$ cat src/sv/wsdf_pkg.sv
`default_nettype none
// ----------------------------------------------------------------------------
// wsdf_pkg: shared types and constants of the frame deframer
// Parse phases, result status codes and the command beat that passes from
// the header parser to the unmask stage.
// ----------------------------------------------------------------------------
package wsdf_pkg;

  // 7-bit length codes that announce an extended length
  localparam logic [6:0] LEN_EXT16 = 7'd126;
  localparam logic [6:0] LEN_EXT64 = 7'd127;

  // extension byte counts and key length
  localparam logic [3:0] EXT16_BYTES = 4'd2;
  localparam logic [3:0] EXT64_BYTES = 4'd8;
  localparam logic [2:0] KEY_BYTES   = 3'd4;

  localparam logic [31:0] MAX_LEN_RESET = 32'd65536;

  typedef enum logic [2:0] {
    PH_HDR0 = 3'd0,
    PH_HDR1 = 3'd1,
    PH_EXT  = 3'd2,
    PH_KEY  = 3'd3,
    PH_DATA = 3'd4
  } phase_e;

  typedef enum logic [2:0] {
    ST_DATA     = 3'd0,
    ST_EMPTY    = 3'd1,
    ST_RSV      = 3'd2,
    ST_UNMASKED = 3'd3,
    ST_TOO_LONG = 3'd4
  } status_e;

  // one result beat before unmasking
  typedef struct packed {
    logic [7:0] raw;
    logic [7:0] key;
    logic [3:0] opcode;
    logic       fin;
    logic       last;
    status_e    status;
  } cmd_t;

endpackage
`default_nettype wire

$ cat src/sv/websocket_frame_deframer.sv
`default_nettype none
// Ordering: a result reaches the output ports through the queue and the
//   result register (the beat enters the queue at the accepting edge and
//   then moves into the result register), later while results wait.
// Throughput: one byte per cycle while the queue is not full, set by the
//   header parser and a QUEUE_DEPTH-entry queue ahead of the result register.
// Reset: asynchronous, active low; parser waits for a first header byte,
//   queue and result register are empty, max_len_q returns to 65536.
// ----------------------------------------------------------------------------
// websocket_frame_deframer: client frame parser with payload unmasking
// Parses frame headers byte by byte, rejects bad frames with an error-status
// beat, and delivers the unmasked payload bytes or an empty-frame marker as result beats.
// ----------------------------------------------------------------------------
module websocket_frame_deframer
  import wsdf_pkg::*;
#(
  parameter int unsigned QUEUE_DEPTH = 4
) (
  input  var logic        clk_i,
  input  var logic        rst_ni,
  input  var logic        push,
  output var logic        full,
  input  var logic [7:0]  in_byte_i,
  output var logic        empty,
  input  var logic        pop,
  output var logic [7:0]  data_byte_o,
  output var logic [3:0]  frame_opcode_o,
  output var logic        frame_fin_o,
  output var logic        last_of_frame_o,
  output var logic [2:0]  result_status_o,
  input  var logic        cfg_valid,
  output var logic        cfg_ready,
  input  var logic [31:0] cfg_data_i
);

  logic [31:0] max_len_q;
  logic        accept;
  logic        cmd_valid;
  cmd_t        cmd_in;
  logic        q_avail;
  cmd_t        q_out;
  logic        q_pop;

  assign cfg_ready = 1'b1;
  assign accept    = push && !full;

  // hold the payload limit
  always_ff @(posedge clk_i or negedge rst_ni) begin
    if (!rst_ni) begin
      max_len_q <= MAX_LEN_RESET;
    end else if (cfg_valid && cfg_ready) begin
      max_len_q <= cfg_data_i;
    end
  end

  wsdf_front u_front (
    .clk_i       (clk_i),
    .rst_ni      (rst_ni),
    .accept_i    (accept),
    .byte_i      (in_byte_i),
    .max_len_i   (max_len_q),
    .cmd_valid_o (cmd_valid),
    .cmd_o       (cmd_in)
  );

  wsdf_queue #(
    .DEPTH (QUEUE_DEPTH)
  ) u_queue (
    .clk_i   (clk_i),
    .rst_ni  (rst_ni),
    .push_i  (cmd_valid),
    .data_i  (cmd_in),
    .full_o  (full),
    .pop_i   (q_pop),
    .avail_o (q_avail),
    .data_o  (q_out)
  );

  wsdf_back u_back (
    .clk_i           (clk_i),
    .rst_ni          (rst_ni),
    .cmd_avail_i     (q_avail),
    .cmd_i           (q_out),
    .cmd_pop_o       (q_pop),
    .pop_i           (pop),
    .empty_o         (empty),
    .data_byte_o     (data_byte_o),
    .frame_opcode_o  (frame_opcode_o),
    .frame_fin_o     (frame_fin_o),
    .last_of_frame_o (last_of_frame_o),
    .result_status_o (result_status_o)
  );

endmodule
`default_nettype wire

$ cat src/sv/wsdf_front.sv
`default_nettype none
// ----------------------------------------------------------------------------
// wsdf_front: header parser
// Walks the frame header byte by byte, checks it, and issues one command
// beat per payload byte, empty frame or error.
// ----------------------------------------------------------------------------
module wsdf_front
  import wsdf_pkg::*;
(
  input  var logic        clk_i,
  input  var logic        rst_ni,
  input  var logic        accept_i,
  input  var logic [7:0]  byte_i,
  input  var logic [31:0] max_len_i,
  output var logic        cmd_valid_o,
  output var cmd_t        cmd_o
);

  phase_e      phase_q, phase_d;
  logic [7:0]  hdr_q, hdr_d;
  logic        mask_q, mask_d;
  logic [3:0]  ext_left_q, ext_left_d;
  logic [2:0]  key_left_q, key_left_d;
  logic [63:0] len_q, len_d;
  logic [31:0] key_q, key_d;
  logic [1:0]  key_idx_q, key_idx_d;
  logic        halt_q, halt_d;

  logic        active;
  logic        key_done;
  logic        rsv_bad;
  logic        too_long;
  logic        len_zero;
  logic        last_data;

  assign active    = accept_i && !halt_q;
  assign key_done  = (key_left_q == 3'd1);
  assign rsv_bad   = (hdr_q[6:4] != 3'd0);
  assign too_long  = (len_q[63:32] != 32'd0) || (len_q[31:0] > max_len_i);
  assign len_zero  = (len_q == 64'd0);
  assign last_data = (len_q == 64'd1);

  // next state of the parser
  always_comb begin
    phase_d    = phase_q;
    hdr_d      = hdr_q;
    mask_d     = mask_q;
    ext_left_d = ext_left_q;
    key_left_d = key_left_q;
    len_d      = len_q;
    key_d      = key_q;
    key_idx_d  = key_idx_q;
    halt_d     = halt_q;
    if (active) begin
      unique case (phase_q)
        PH_HDR1: begin
          mask_d = byte_i[7];
          if (byte_i[6:0] == LEN_EXT16) begin
            len_d      = 64'd0;
            ext_left_d = EXT16_BYTES;
            phase_d    = PH_EXT;
          end else if (byte_i[6:0] == LEN_EXT64) begin
            len_d      = 64'd0;
            ext_left_d = EXT64_BYTES;
            phase_d    = PH_EXT;
          end else begin
            len_d      = {57'd0, byte_i[6:0]};
            key_left_d = KEY_BYTES;
            phase_d    = PH_KEY;
          end
        end
        PH_EXT: begin
          len_d      = {len_q[55:0], byte_i};
          ext_left_d = ext_left_q - 4'd1;
          if (ext_left_q == 4'd1) begin
            key_left_d = KEY_BYTES;
            phase_d    = PH_KEY;
          end
        end
        PH_KEY: begin
          key_d      = {key_q[23:0], byte_i};
          key_left_d = key_left_q - 3'd1;
          if (key_done) begin
            if (rsv_bad || !mask_q || too_long) begin
              halt_d = 1'b1;
            end else if (len_zero) begin
              phase_d = PH_HDR0;
            end else begin
              key_idx_d = 2'd0;
              phase_d   = PH_DATA;
            end
          end
        end
        PH_DATA: begin
          key_idx_d = key_idx_q + 2'd1;
          len_d     = len_q - 64'd1;
          if (last_data) begin
            phase_d = PH_HDR0;
          end
        end
        default: begin
          hdr_d   = byte_i;
          phase_d = PH_HDR1;
        end
      endcase
    end
  end

  // command beat for the unmask stage
  always_comb begin
    cmd_valid_o   = 1'b0;
    cmd_o.raw     = 8'd0;
    cmd_o.key     = 8'd0;
    cmd_o.opcode  = hdr_q[3:0];
    cmd_o.fin     = hdr_q[7];
    cmd_o.last    = 1'b0;
    cmd_o.status  = ST_DATA;
    if (active) begin
      if (phase_q == PH_KEY && key_done) begin
        priority if (rsv_bad) begin
          cmd_valid_o  = 1'b1;
          cmd_o.status = ST_RSV;
        end else if (!mask_q) begin
          cmd_valid_o  = 1'b1;
          cmd_o.status = ST_UNMASKED;
        end else if (too_long) begin
          cmd_valid_o  = 1'b1;
          cmd_o.status = ST_TOO_LONG;
        end else if (len_zero) begin
          cmd_valid_o  = 1'b1;
          cmd_o.last   = 1'b1;
          cmd_o.status = ST_EMPTY;
        end else begin
          cmd_valid_o = 1'b0;
        end
      end else if (phase_q == PH_DATA) begin
        cmd_valid_o = 1'b1;
        cmd_o.raw   = byte_i;
        cmd_o.key   = key_q[(3 - key_idx_q) * 8 +: 8];
        cmd_o.last  = last_data;
      end
    end
  end

  // hold parser state
  always_ff @(posedge clk_i or negedge rst_ni) begin
    if (!rst_ni) begin
      phase_q    <= PH_HDR0;
      hdr_q      <= 8'd0;
      mask_q     <= 1'b0;
      ext_left_q <= 4'd0;
      key_left_q <= 3'd0;
      len_q      <= 64'd0;
      key_q      <= 32'd0;
      key_idx_q  <= 2'd0;
      halt_q     <= 1'b0;
    end else begin
      phase_q    <= phase_d;
      hdr_q      <= hdr_d;
      mask_q     <= mask_d;
      ext_left_q <= ext_left_d;
      key_left_q <= key_left_d;
      len_q      <= len_d;
      key_q      <= key_d;
      key_idx_q  <= key_idx_d;
      halt_q     <= halt_d;
    end
  end

endmodule
`default_nettype wire

$ cat src/sv/wsdf_queue.sv
`default_nettype none
// ----------------------------------------------------------------------------
// wsdf_queue: command queue
// Small first-in first-out buffer of command beats between the parser and
// the unmask stage; push and pop may happen in the same cycle.
// ----------------------------------------------------------------------------
module wsdf_queue
  import wsdf_pkg::*;
#(
  parameter int unsigned DEPTH = 4
) (
  input  var logic clk_i,
  input  var logic rst_ni,
  input  var logic push_i,
  input  var cmd_t data_i,
  output var logic full_o,
  input  var logic pop_i,
  output var logic avail_o,
  output var cmd_t data_o
);

  localparam int unsigned PW = (DEPTH > 1) ? $clog2(DEPTH) : 1;
  localparam int unsigned CW = $clog2(DEPTH + 1);

  cmd_t          slots_q [DEPTH];
  logic [PW-1:0] wr_ptr_q, wr_ptr_d;
  logic [PW-1:0] rd_ptr_q, rd_ptr_d;
  logic [CW-1:0] count_q, count_d;
  logic          do_push;
  logic          do_pop;

  assign full_o  = (count_q == CW'(DEPTH));
  assign avail_o = (count_q != '0);
  assign data_o  = slots_q[rd_ptr_q];
  assign do_push = push_i && !full_o;
  assign do_pop  = pop_i && avail_o;

  // advance pointers and fill count
  always_comb begin
    wr_ptr_d = wr_ptr_q;
    rd_ptr_d = rd_ptr_q;
    count_d  = count_q;
    if (do_push) begin
      wr_ptr_d = (wr_ptr_q == PW'(DEPTH - 1)) ? '0 : wr_ptr_q + 1'b1;
    end
    if (do_pop) begin
      rd_ptr_d = (rd_ptr_q == PW'(DEPTH - 1)) ? '0 : rd_ptr_q + 1'b1;
    end
    if (do_push && !do_pop) begin
      count_d = count_q + 1'b1;
    end else if (do_pop && !do_push) begin
      count_d = count_q - 1'b1;
    end
  end

  always_ff @(posedge clk_i or negedge rst_ni) begin
    if (!rst_ni) begin
      wr_ptr_q <= '0;
      rd_ptr_q <= '0;
      count_q  <= '0;
    end else begin
      wr_ptr_q <= wr_ptr_d;
      rd_ptr_q <= rd_ptr_d;
      count_q  <= count_d;
    end
  end

  // store the pushed beat
  always_ff @(posedge clk_i) begin
    if (do_push) begin
      slots_q[wr_ptr_q] <= data_i;
    end
  end

endmodule
`default_nettype wire

$ cat src/sv/wsdf_back.sv
`default_nettype none
// ----------------------------------------------------------------------------
// wsdf_back: unmask and result register
// Takes command beats from the queue, applies the key byte and holds the
// result on the output until it is popped.
// ----------------------------------------------------------------------------
module wsdf_back
  import wsdf_pkg::*;
(
  input  var logic       clk_i,
  input  var logic       rst_ni,
  input  var logic       cmd_avail_i,
  input  var cmd_t       cmd_i,
  output var logic       cmd_pop_o,
  input  var logic       pop_i,
  output var logic       empty_o,
  output var logic [7:0] data_byte_o,
  output var logic [3:0] frame_opcode_o,
  output var logic       frame_fin_o,
  output var logic       last_of_frame_o,
  output var logic [2:0] result_status_o
);

  logic       valid_q, valid_d;
  logic [7:0] data_q;
  logic [3:0] opcode_q;
  logic       fin_q;
  logic       last_q;
  status_e    status_q;
  logic       load;

  // refill when the register is free or being popped
  assign load      = cmd_avail_i && (!valid_q || pop_i);
  assign cmd_pop_o = load;

  always_comb begin
    valid_d = valid_q;
    if (load) begin
      valid_d = 1'b1;
    end else if (pop_i) begin
      valid_d = 1'b0;
    end
  end

  always_ff @(posedge clk_i or negedge rst_ni) begin
    if (!rst_ni) begin
      valid_q <= 1'b0;
    end else begin
      valid_q <= valid_d;
    end
  end

  // unmask into the result register
  always_ff @(posedge clk_i) begin
    if (load) begin
      data_q   <= cmd_i.raw ^ cmd_i.key;
      opcode_q <= cmd_i.opcode;
      fin_q    <= cmd_i.fin;
      last_q   <= cmd_i.last;
      status_q <= cmd_i.status;
    end
  end

  assign empty_o         = !valid_q;
  assign data_byte_o     = data_q;
  assign frame_opcode_o  = opcode_q;
  assign frame_fin_o     = fin_q;
  assign last_of_frame_o = last_q;
  assign result_status_o = status_q;

endmodule
`default_nettype wire
$ cat config.mk
export PLATFORM = sky130hd
export DESIGN_NAME = websocket_frame_deframer
export DESIGN_NICKNAME = d
export VERILOG_FILES = /design/src/sv/wsdf_pkg.sv /design/src/sv/websocket_frame_deframer.sv /design/src/sv/wsdf_front.sv /design/src/sv/wsdf_queue.sv /design/src/sv/wsdf_back.sv
export SDC_FILE = /design/constraint.sdc
export NUM_CORES = 1
export LEC_CHECK = 0
export ABC_AREA = 1
export BUFFER_PORTS_ARGS = -buffer_cell sky130_fd_sc_hd__buf_2
export CORE_MARGIN = 10
export CORE_UTILIZATION = 40
export CTS_CLUSTER_SIZE = 30
export DETAILED_ROUTE_END_ITERATION = 6
export GPL_TIMING_DRIVEN = 0
export SETUP_SLACK_MARGIN = 0.2
export SLEW_MARGIN = 0
export SYNTH_ARGS = -nofsm -noshare
export SYNTH_HDL_FRONTEND = slang
export SYNTH_SLANG_ARGS = --single-unit
$ cat constraint.sdc
create_clock -name clk_i -period 3.78 [get_ports clk_i]
set_input_delay 0.378 -clock clk_i [delete_from_list [all_inputs] [get_ports clk_i]]
set_output_delay 0.378 -clock clk_i [all_outputs]
set_load 0.03 [all_outputs]
==> impl_results.md <==
- Status: finished clean
- Maximum vdd drop: 0.000375 V
- Post-synth EDFFs: 117
- Max incr delay on CP: 0.40 ns
- Setup Skew: 0.0151 ns
- CTS tree: yes
- DRT Wirelength: 39800 µm
- Logic pwr share: 0.365
- Total of max-cap violations: 0
- Share of the synthesized area in the top cell type: 0.275
- Most frequent cells after synthesis: nand2_1 (274), nor2_1 (234), inv_1 (173), o21ai_0 (164), dfrtp_1 (157)
- WP data arrival: 3.74 ns
- Layout cells sized above 1: 0.115
- Req. time, crit path: 4.24 ns
- Wirelength per Cell: 17.6 µm
- FP Rows: 69
- Syn Nets: 1750
- Starting Density: 0.403
- Gr usage total: 0.178
- Normalized max-slew margin: 0.414
- Distinct cells, synth: 55
- CP max-delay cell: dfrtp_1
- Area leader, netlist: dfrtp_1
- Setup WS pre-CTS: 0.232 ns
- Core ar.: 35400 µm²
- Mapped Area: 14300 µm²
- Critical path type: reg -> reg
- Sum of net half-perimeters after detailed placement: 28200 µm
- F_max: 305 MHz
- Top Usage Layer GRT: met2
- Internal power: 7490 µW
- Initial antenna violation count: 0
- Fin worst setup slack: 0.500 ns
- Layout Cells excl Fill: 2266
- Tmin final: 3.28 ns
- Drt drc: 0
- Setup crit start kind: flip-flop
- Design Area, Final: 16600 µm²
- Vias: 12100
- Cell with the most instances after synthesis: nand2_1
- Period utilisation layout: 0.868
- CP Buf/Inv Count: 3
- Worst Tran Pin Value: 0.877 ns
- Sequential fraction of the synthesis area: 0.523
- Seq cells post-synth: 275
- Antenna Nets Post-Route: 0
- Top Family by Delay on Critical Path: simple AND/OR/NAND/NOR gates
- Port Buf Inserts: 62
- TritonRoute pass-1 iters: 6
- Die area: 43600 µm²
- CP endpoint kind: flip-flop
- Num CTS Buffers: 31
- Bufs on Longest Clock Path: 3
- Power per cell area: 767 nW/µm²
- RSZ-0062 raised after global routing: yes
- Global-route met2 utilization: 0.299
- Type of the most critical hold path: in -> reg
- Cell count after placement: 2184
- Switching Share: 0.411
- Met3 Usage GRT: 0.0289
- Worst path cell trace: inv_1, ha_2, nand2_2, nor2_4, nand2_2, nor3_2, nand2_1, nor2_2, nor3_1, nand2_2, nand2_4, inv_1, ha_1, inv_1, fa_1, a21oi_1, o21ai_0, xor2_1
- First-pass GRT wire length: 63400 µm
- Clk_lat worst skew: 0.58 ns
- Synth async-reset ratio: 0.575
- Part of the power in registers: 0.387
- CTS Sinks: 275
- CP max FO: 7
- 1st-iter DRT viols: 991
- Via-to-Cell Ratio: 5.34
- P_sw: 5220 µW
- Clock transition at path regs: 0.07 ns
- Routability cong.: 0.917
- Vias in the first global route: 11700
- Diodes inserted: 0
- Root buffer cell: clkbuf_16
- Placed cell areas: 15200 µm²
- Final setup fails: 0
- NumNets Final: 1870
- Die Wd: 209 µm
- Synth Flop Type: dfrtp_1
- Clk pwr share: 0.248
- Synth area leaders: dfrtp_1 (28%), edfxtp_1 (25%), nand2_1 (7.2%), nor2_1 (6.2%), o21ai_0 (5.8%)
- Grt met1 use: 0.230
- Final Hold Viols: 0
- CTS H-tree lvls: 1
- Cells after synthesis: 1660
- Total power: 12700 µW
- Yosys warns: 0
- Largest net degree at the start of global routing: 97
- GR Overflow Total: 0
- Fill count: 3460
- Final Core Density: 0.468
- Final Max Slew Viols: 0
- Leakage: 0.00706 µW
- Synthesis-to-layout area growth: 16.0%
- Die height: 209 µm
- Avg Inst Size Synth: 8.60 µm²
- Ports: 65
[per-layer routing]
metal	part of all wire	wire, µm
met1	0.43	17000
met2	0.48	19200
met3	0.067	2660
met4	0.024	965
met5	0	0
[cells by family after synthesis]
family          after synthesis  synth area share
mux                           2           0.00158
fa+ha+maj                    45            0.0400
other cells                   1          0.000263
xor+xnor                     19            0.0117
flops                       275             0.523
compound gates              395             0.151
simple gates                673             0.203
buf+inv                     250            0.0686
[per-stage QoR]
stage | hold WS, ns | setup TNS [ns]
global route | 0.0197 | 0
detailed placement | 0.361 | 0
finish | 0.00417 | 0
floorplan | 0.0824 | 0
CTS | 0.000394 | 0
global placement | 0.465 | -129.18
[flip-flops by register name, indices dropped and copies added (netlist names), 3 cells and up]
register and flops:
u_back.result_status_o 3, u_back.data_byte_o 8, u_queue.slots_q 100, u_front.hdr_q 8
u_front.key_left_q 3, u_front.len_q 64, u_front.key_q 32, u_front.phase_q 3
u_back.frame_opcode_o 4, max_len_q 32, u_queue.count_q 3, u_front.ext_left_q 4
[cells in the final DEF, fill, tap and decap left out, types with 11 or more instances in the layout]
cell	instances
dfrtp_1	153
inv_2	15
dlygate4sd3_1	20
nor2_1	229
nand4_1	17
a22oi_1	29
a21oi_1	141
nand3_1	80
o21ai_0	164
ha_1	43
buf_2	72
xor2_1	15
edfxtp_1	117
clkbuf_1	47
nand2_1	272
inv_1	173
nor3_1	19
nor2_2	11
or2_2	13
clkbuf_16	31
o22ai_1	30
[final timing paths]
kind                                   start                 end  slack (ns)  depth (start not counted)
hold reg to reg            u_front.key_q[12]   u_front.key_q[20]        0.48                          2
setup / recovery            u_front.len_q[0]  u_queue.count_q[2]        0.50                         18
hold / removal                cfg_data_i[21]       max_len_q[21]       0.004                          3
setup reg to reg            u_front.len_q[0]  u_queue.count_q[2]        0.50                         18
min in group asynchronous             rst_ni      u_back.valid_q        0.34                          2
max in group asynchronous             rst_ni   u_front.len_q[22]        2.54                          3
[layout make-up]
class / count / area (µm²) / area share
Timing Repair Buffer: 87 / 578 / 0.0349
Multi-Input combinational cell: 1135 / 5870 / 0.355
Tap cell: 461 / 577 / 0.0348
Inverter: 190 / 718 / 0.0434
Sequential cell: 275 / 7470 / 0.451
Buffer: 60 / 262 / 0.0158
Clock buffer: 45 / 888 / 0.0537
Clock inverter: 13 / 185 / 0.0112
[tightest hold or removal path, cell delays in order]
cell and delay [ns]:
buf_2 0.07, nand2_1 0.04, o21ai_0 0.06
[power by group through the flow]
| stage | logic [µW] | clock network, µW | registers, µW |
|---|---|---|---|
| 3_5_place_dp | 4520 | 0 | 4960 |
| 3_3_place_gp | 4410 | 0 | 4950 |
| 2_1_floorplan | 3120 | 0 | 4840 |
| 6_report | 4630 | 3150 | 4920 |
| 5_1_grt | 5240 | 3350 | 5030 |
| 4_1_cts | 4570 | 3200 | 4920 |
[timing repair]
action,4_1_cts,5_1_grt
setup buffers,0,4
setup endpoints to repair,0,102
gates resized for setup,0,11
endpoints found under the hold margin,81,0
hold buffers,20,0
Note: power is estimated with default switching activity, not from simulation.
